### src/hdl/cmpi_pkg.sv
// Shared types, constants and helpers for the contact manifold point insert block.
`timescale 1ns / 1ps
package cmpi_pkg;
   localparam int MAX_POINTS_DEFAULT = 4;
   localparam logic [31:0] MATCH_DIST_RESET = 32'd655;
   localparam logic [15:0] NORMAL_TOL_RESET = 16'd164;

   localparam logic CSR_MATCH_DIST = 1'b0;
   localparam logic CSR_NORMAL_TOL = 1'b1;

   localparam logic [2:0] ST_APPENDED = 3'd0;
   localparam logic [2:0] ST_MATCHED  = 3'd1;
   localparam logic [2:0] ST_REJECTED = 3'd2;
   localparam logic [2:0] ST_FULL     = 3'd3;
   localparam logic [2:0] ST_CLEARED  = 3'd4;

   // Controller to datapath.
   typedef struct packed {
      logic load;      // capture the request beat
      logic mul_world; // world products for one component
      logic acc_world; // sum world products into difference
      logic mul_dot;   // normal times difference
      logic acc_dot;   // accumulate dot product
      logic check_pt;  // compare one stored point
      logic commit;    // write the result registers and store
   } cmd_type;

   // Datapath to controller.
   typedef struct packed {
      logic is_clear;
      logic normal_ok;
      logic hit;
   } sts_type;

   function automatic logic signed [15:0] comp(input logic [47:0] v, input logic [1:0] k);
      logic signed [15:0] r;
      case (k)
         2'd0: r = v[15:0];
         2'd1: r = v[31:16];
         default: r = v[47:32];
      endcase
      return r;
   endfunction
endpackage

### src/hdl/cmpi_control.sv
// Controller: sequences one item through matching, depth and commit.
`timescale 1ns / 1ps
module cmpi_control #(
   parameter int MAX_POINTS = cmpi_pkg::MAX_POINTS_DEFAULT,
   parameter int IDX_W = (MAX_POINTS > 1) ? $clog2(MAX_POINTS) : 1,
   parameter int CNT_W = $clog2(MAX_POINTS + 1)
) (
   input  logic              clock,
   input  logic              reset,
   input  logic              req_valid,
   output logic              req_ready,
   output logic              rsp_valid,
   input  logic              rsp_ready,
   output cmpi_pkg::cmd_type cmd,
   output logic [1:0]        comp_sel,
   output logic [IDX_W-1:0]  pt_sel,
   input  cmpi_pkg::sts_type sts,
   input  logic [CNT_W-1:0]  count,
   output logic [2:0]        commit_status,
   output logic [IDX_W-1:0]  hit_idx
);
   import cmpi_pkg::*;

   localparam logic [2:0] S_IDLE  = 3'd0;
   localparam logic [2:0] S_MATCH = 3'd1;
   localparam logic [2:0] S_TEST  = 3'd2;
   localparam logic [2:0] S_DEPTH = 3'd3;
   localparam logic [2:0] S_DONE  = 3'd4;

   logic [2:0]       state_ff, state_in;
   logic [CNT_W-1:0] idx_ff, idx_in;
   logic [2:0]       phase_ff, phase_in;
   logic [1:0]       k_ff, k_in;
   logic             rv_ff, rv_in;
   logic [2:0]       st_ff, st_in;

   assign req_ready = (state_ff == S_IDLE) && !(rv_ff && !rsp_ready);
   assign rsp_valid = rv_ff;
   assign comp_sel  = k_ff;
   assign pt_sel    = IDX_W'(idx_ff);
   assign hit_idx   = IDX_W'(idx_ff);
   assign commit_status = st_ff;

   always_comb begin
      state_in = state_ff; idx_in = idx_ff; phase_in = phase_ff; k_in = k_ff;
      st_in = st_ff;
      rv_in = rv_ff && !rsp_ready;
      cmd = '0;
      unique case (state_ff)
         S_IDLE: begin
            if (req_valid && req_ready) begin
               cmd.load = 1'b1;
               idx_in = '0;
               state_in = S_MATCH;
            end
         end
         S_MATCH: begin
            if (sts.is_clear) begin
               st_in = ST_CLEARED; state_in = S_DONE;
            end else if (!sts.normal_ok) begin
               st_in = ST_REJECTED; state_in = S_DONE;
            end else if (idx_ff < count) begin
               cmd.check_pt = 1'b1; state_in = S_TEST;
            end else if (count < CNT_W'(MAX_POINTS)) begin
               st_in = ST_APPENDED; idx_in = count;
               k_in = '0; phase_in = '0; state_in = S_DEPTH;
            end else begin
               st_in = ST_FULL; state_in = S_DONE;
            end
         end
         S_TEST: begin
            if (sts.hit) begin
               st_in = ST_MATCHED; k_in = '0; phase_in = '0; state_in = S_DEPTH;
            end else begin
               idx_in = idx_ff + 1'b1; state_in = S_MATCH;
            end
         end
         S_DEPTH: begin
            // per component: products, difference, times normal, accumulate
            phase_in = phase_ff + 3'd1;
            case (phase_ff)
               3'd0: cmd.mul_world = 1'b1;
               3'd1: cmd.acc_world = 1'b1;
               3'd2: cmd.mul_dot = 1'b1;
               default: begin
                  cmd.acc_dot = 1'b1;
                  phase_in = '0;
                  k_in = k_ff + 2'd1;
                  if (k_ff == 2'd2) state_in = S_DONE;
               end
            endcase
         end
         S_DONE: begin
            if (!rv_in) begin
               cmd.commit = 1'b1; rv_in = 1'b1; state_in = S_IDLE;
            end
         end
         default: state_in = S_IDLE;
      endcase
   end

   always_ff @(posedge clock) begin
      if (reset) begin
         state_ff <= S_IDLE; rv_ff <= 1'b0; idx_ff <= '0;
         phase_ff <= '0; k_ff <= '0; st_ff <= ST_APPENDED;
      end else begin
         state_ff <= state_in; rv_ff <= rv_in; idx_ff <= idx_in;
         phase_ff <= phase_in; k_ff <= k_in; st_ff <= st_in;
      end
   end
endmodule

### config.mk
export PLATFORM = sky130hd
export DESIGN_NAME = cmpi_control
export DESIGN_NICKNAME = d
export VERILOG_FILES = /design/src/hdl/cmpi_pkg.sv /design/src/hdl/cmpi_control.sv
export SDC_FILE = /design/constraint.sdc
export NUM_CORES = 1
export LEC_CHECK = 0
export BUFFER_PORTS_ARGS = -buffer_cell sky130_fd_sc_hd__buf_4
export CORE_UTILIZATION = 55
export DETAILED_ROUTE_END_ITERATION = 7
export GPL_ROUTABILITY_DRIVEN = 0
export PLACE_DENSITY_LB_ADDON = 0.25
export SLEW_MARGIN = 20
export SYNTH_ARGS = -nofsm -noshare
export SYNTH_HDL_FRONTEND = slang
export SYNTH_SLANG_ARGS = --single-unit
### constraint.sdc
create_clock -name clock -period 2.75 [get_ports clock]
set_input_delay 0.1375 -clock clock [delete_from_list [all_inputs] [get_ports clock]]
set_output_delay 0.1375 -clock clock [all_outputs]
set_load 0.005 [all_outputs]
==> results of run 1 <==
==> sequential cells by signal (all words and copies together) (netlist names) <==
name and cells:
commit_status 3, idx_ff 3, phase_ff 3, state_ff 3, comp_sel 2, rsp_valid 1
==> placed cells by master, fill, tap and decap left out, drive strengths merged, types with 2 or more instances in the layout <==
cell / instances
o31ai: 2
nand3b: 3
nor3: 4
dfxtp: 15
and2: 5
buf: 27
a211oi: 2
clkbuf: 4
o21ai: 8
a22oi: 2
nor2b: 3
o211ai: 2
a21oi: 15
nand3: 3
inv: 7
nor2: 15
nand2b: 4
nand2: 6
ha: 8
==> worst paths after layout <==
path	cells after the start	end
hold / removal	2	commit_status[1]
setup reg to reg	6	comp_sel[0]
hold reg to reg	2	commit_status[1]
setup / recovery	6	cmd[2]
==> cell families after synthesis <==
family | Yosys count | share of synthesized area (%)
buffers and inverters | 15 | 8.33
AO/OA/AOI/OAI | 41 | 27.1
AND/OR/NAND/NOR | 49 | 26.0
flip-flops | 15 | 29.0
adder cells (fa/ha/maj) | 8 | 9.66
==> stage by stage <==
stage	cell area [um2]	util [%]	hold slack, ns
global placement	1210	69.3	0.419
floorplan	1040	-	0.210
finish	1240	70.8	0.120
detailed placement	1210	69.3	0.429
CTS	1240	70.8	0.120
global route	1240	70.8	0.130
==> power by group <==
part / total, uW / internal [uW] / switching [uW]
Clock: 132 / 56.5 / 75.3
Sequential: 246 / 229 / 17.0
Combinational: 131 / 64.1 / 66.6
==> final cells by class <==
class                      instances  area, um2
fill                             158        509
tap                               25       31.3
inverter                           7       26.3
clock buffer                       4       26.3
timing repair buffer              27        203
sequential                        15        300
multi-input combinational         98        649
==> routing by layer <==
| layer | up-vias | GRT usage [%] |
|---|---|---|
| met4 | 0 | 6.06 |
| met5 | - | 0 |
| met2 | 22 | 42.3 |
| li1 | 504 | - |
| met3 | 3 | 6.35 |
| met1 | 449 | 28.5 |
==> reports/results.txt, run 1 <==
# Max-Cap Violations: 0
Syn Area/Cell: 8.09 um2
Routed Antenna Nets: 0
global route total overflow: 0
vias per cell: 5.56
Final nets: 170
Initial Utilization: 59.4%
endpoints failing setup: 0
via count: 978
# DRC: 0
DRT Pass-1 Iters: 4
Layout Cells excl Fill: 176
IO Pins: 28
GRT Total Usage: 24.0%
routed wire length: 2.21 mm
vias in the first global route: 858
worst clock skew: 0.00139 ns
# port buffers: 27
setup TNS: 0 ns
Syn Inst Count: 128
crit path from: phase_ff[0]
Crit Path Class: flop to output port
post-synthesis sequential area ratio: 29.0%
die area: 0.00206 mm2
share of layout cells above drive strength 1: 25.2%
flops & latches, synth: 15
delay-heaviest family, CP: simple AND/OR/NAND/NOR gates
uppermost layer routed: met4
Synth top area share: 29.0%
Die Height: 45.4 um
post-DP HPWL: 1.68 mm
Hold Crit Class: input port to flop
ANT cells: 0
largest stage delay on the critical path: 0.42 ns
Synth-to-Final Area Change: 19.3%
Hold Violations, Final: 0
Core Region: 0.00175 mm2
Ys Warns: 0
worst slew pin tran: 0.464 ns
H-tree depth: 1
first-pass GRT wire length: 3.57 mm
hold buffers post-CTS: 0
wire length per cell: 12.5 um
worst path arrival time: 1.77 ns
commonest cells in the netlist: 15 x a21oi_1, 15 x dfxtp_1, 14 x nor2_1, 8 x ha_1
Fmax: 526 MHz
crit-path max FO: 5
routed metal-1 wirelength: 1.01 mm
Slew Limit Fails: 0
R2R Setup Slk: 0.98 ns
maximum vdd drop: 0.300 mV
P_leak: 0.000519 uW
FF-to-FF Start: idx_ff[2]
Post-CTS Resized: 0
Placed Instances: 172
min Tclk post-route: 1.90 ns
pin count of the biggest net entering global routing: 16
Synth area leaders: dfxtp_1 29%, ha_1 9.7%, a21oi_1 7.2%
Clk pin slew, worst setup/hold paths: 0.09 ns
pre-CTS setup slack: 0.998 ns
CTS max path bufs: 2
postcts setup bufs: 0
# rows: 15
Mapped Area: 0.00104 mm2
Met3 Wirelength: 86 um
Worst slew margin: 69.0%
Req. time, crit path: 2.61 ns
hold path start: reset
P per Cell Area: 411 mW/mm2
TritonCTS Buffers: 3
clk_lat worst skew: 0.29 ns
status: complete, no violations
critical-path cell list: inv_1, ha_1, nor3_1, nor2_1, nor2_1, buf_4
RSZ-0062 raised after global routing: no
top_reg_cell synth: dfxtp_1
CTS sink count: 15
post-synth top area cell: dfxtp_1
Syn Nets: 146
Clock Tree Root: clkbuf_4
CTS tree: built
drt first-iter violations: 24
chip width: 45.4 um
PnR worst setup slack: 0.847 ns
Worst Path Buf+Inv: 2
CP max-delay cell: dfxtp_1
Power Total: 508 uW
EDFF count, synth: 0
initial antenna violation count: 0
Tcrit/Tclk final: 69.2%
CP Capture Type: output port
unique cell type count in the Yosys netlist: 41
crit start category: flop
Async S/R FF share, synth: 0%
most frequent CP cell: nor2_1
routed wl met2: 1.10 mm
Power figures use the tool's default switching activity.
==> run 2: changes to the inputs <==
--- a/config.mk
+++ b/config.mk
@@ -6,7 +6,7 @@
 export NUM_CORES = 1
 export LEC_CHECK = 0
 export BUFFER_PORTS_ARGS = -buffer_cell sky130_fd_sc_hd__buf_4
-export CORE_UTILIZATION = 55
+export CORE_UTILIZATION = 46
 export DETAILED_ROUTE_END_ITERATION = 7
 export GPL_ROUTABILITY_DRIVEN = 0
 export PLACE_DENSITY_LB_ADDON = 0.25
==> constraint.sdc (replaced) <==
create_clock -name clock -period 1.5 [get_ports clock]
set_input_delay 0.075 -clock clock [delete_from_list [all_inputs] [get_ports clock]]
set_output_delay 0.075 -clock clock [all_outputs]
set_load 0.005 [all_outputs]
==> run 2 against run 1 <==
The run now ends with setup timing left. Sequential power rose by 81%. Global-route usage fell by 1.5 points. Final cell count rose by 13%. Cell area rose by 28%. Power rose by 110%. Register-to-register slack got worse by 1.1 ns. Core utilization rose by 6.4 points. Hold slack got worse by 0.058 ns.
==> reports/results.txt, run 2 (synthesis gave the netlist of run 1 again) <==
IO Pins: 28
worst slew pin tran: 0.325 ns
Final nets: 191
delay-heaviest family, CP: compound AO/OA/AOI/OAI gates
# rows: 16
Layout Cells excl Fill: 199
DRT Pass-1 Iters: 4
first-pass GRT wire length: 4.25 mm
sw frac: 32.6%
# DRC: 0
clock power share: 23.7%
FF-to-FF Start: idx_ff[2]
Clk pin slew, worst setup/hold paths: 0.10 ns
Combinational Power Share: 34.0%
share of layout cells above drive strength 1: 49.4%
vias in the first global route: 1006
pin count of the biggest net entering global routing: 16
Hold Violations, Final: 0
P_leak: 0.000649 uW
PnR worst setup slack: -0.144 ns
violated checks: setup timing
Util after Layout: 77.3%
# port buffers: 27
chip width: 49.5 um
P per Cell Area: 667 mW/mm2
CP max-delay cell: dfxtp_2
RSZ-0062 raised after global routing: yes
routed wire length: 2.77 mm
WHS Endpoint: commit_status[2]
drt first-iter violations: 10
critical-path cell list: ha_4, nand2_4, o21a_4, o31a_1, o31ai_2, a21oi_1
Worst Path Buf+Inv: 0
Clock Tree Root: clkbuf_4
ANT cells: 0
# Max-Cap Violations: 0
P_int: 709 uW
P_sw: 343 uW
hold path start: sts[2]
worst clock skew: 0.00487 ns
Synth-to-Final Area Change: 52.3%
Core Region: 0.00204 mm2
Req. time, crit path: 1.68 ns
crit start category: flop
Routed Antenna Nets: 0
Crit Path Class: flop to flop
share of power burned in registers: 42.3%
R2R cell count: 6
Tcrit/Tclk final: 110%
setup TNS: -0.776 ns
TritonCTS Buffers: 3
global route total overflow: 0
hold path depth: 3
worst flop-to-flop path endpoint: idx_ff[2]
most common cell after layout, fill and taps aside: buf_4
GRT Total Usage: 22.5%
Hold Crit Class: input port to flop
Fmax: 608 MHz
commonest non-fill, non-tap cells in the layout: 43 x buf_4, 12 x nor2_1, 11 x a21oi_1
largest stage delay on the critical path: 0.35 ns
maximum vdd drop: 0.585 mV
CP Capture Type: flop
CTS sink count: 15
endpoints failing setup: 10
crit-path max FO: 6
pre-CTS setup slack: -0.183 ns
die area: 0.00245 mm2
initial antenna violation count: 0
Initial Utilization: 50.7%
Slew Limit Fails: 0
CTS max path bufs: 2
post-DP HPWL: 1.86 mm
worst path arrival time: 1.82 ns
R2R Setup Slk: -0.14 ns
Placed Instances: 189
clk_lat worst skew: 0.29 ns
status: complete, but fails checks
H-tree depth: 1
CTS tree: built
via count: 1098
min Tclk post-route: 1.64 ns
Worst slew margin: 78.3%
Die Height: 49.5 um
wire length per cell: 13.9 um
vias per cell: 5.52
==> run 2: worst max path at each step <==
stage                    from     endpoint  slack (ns)  cells past startpoint
floorplan           idx_ff[2]    idx_ff[2]       -0.04                      6
global placement    idx_ff[2]  comp_sel[0]        -0.1                      6
detailed placement  idx_ff[2]  comp_sel[0]       -0.18                      6
CTS                 idx_ff[2]       cmd[1]       -0.18                      6
global route        idx_ff[2]       cmd[1]       -0.20                      6
finish              idx_ff[2]    idx_ff[2]       -0.14                      6
==> run 2: worst min-delay path, delay by kind of cell <==
family                 cells  cell delay (ns)
AOI/OAI and AO/OA          1             0.07
and+or+nand+nor            1             0.08
buffers and inverters      1             0.10
==> run 2: power by group through the flow <==
stage,sequential (uW),clock (uW),combinational [uW]
detailed placement,453,0,289
floorplan,443,0,180
CTS,445,253,333
global placement,451,0,283
finish,445,249,358
global route,447,274,382
==> run 2: layer usage <==
layer  vias to the layer above  routed length (um)  global-route usage [%]
met2                        23                1410                    39.3
li1                        550                   -                       -
met4                         0                  55                    9.52
met1                       521                1240                    27.5
met3                         4                  68                    2.78
met5                         -                   0                       0
==> run 2: per-stage QoR <==
stage          power (uW)  hold WS, ns  area [um2]
2_1_floorplan         622        0.148        1040
3_3_place_gp          733        0.358        1330
3_5_place_dp          741        0.366        1330
4_1_cts              1030       0.0583        1520
5_1_grt              1100       0.0638        1580
6_report             1050       0.0618        1580
==> run 2: cell type report <==
| type | instances | area (um2) |
|---|---|---|
| clock buffer | 4 | 26.3 |
| tap | 27 | 33.8 |
| sequential | 15 | 318 |
| fill | 141 | 464 |
| timing repair buffer | 48 | 379 |
| multi-input combinational | 98 | 792 |
| inverter | 7 | 28.8 |
==> run 2: repair_timing <==
action	CTS	global route
hold buffers	0	0
cloned	0	0
endpoints found under the setup margin	19	17
setup buffers	6	0
gates resized for setup	31	15
pin swaps	17	10
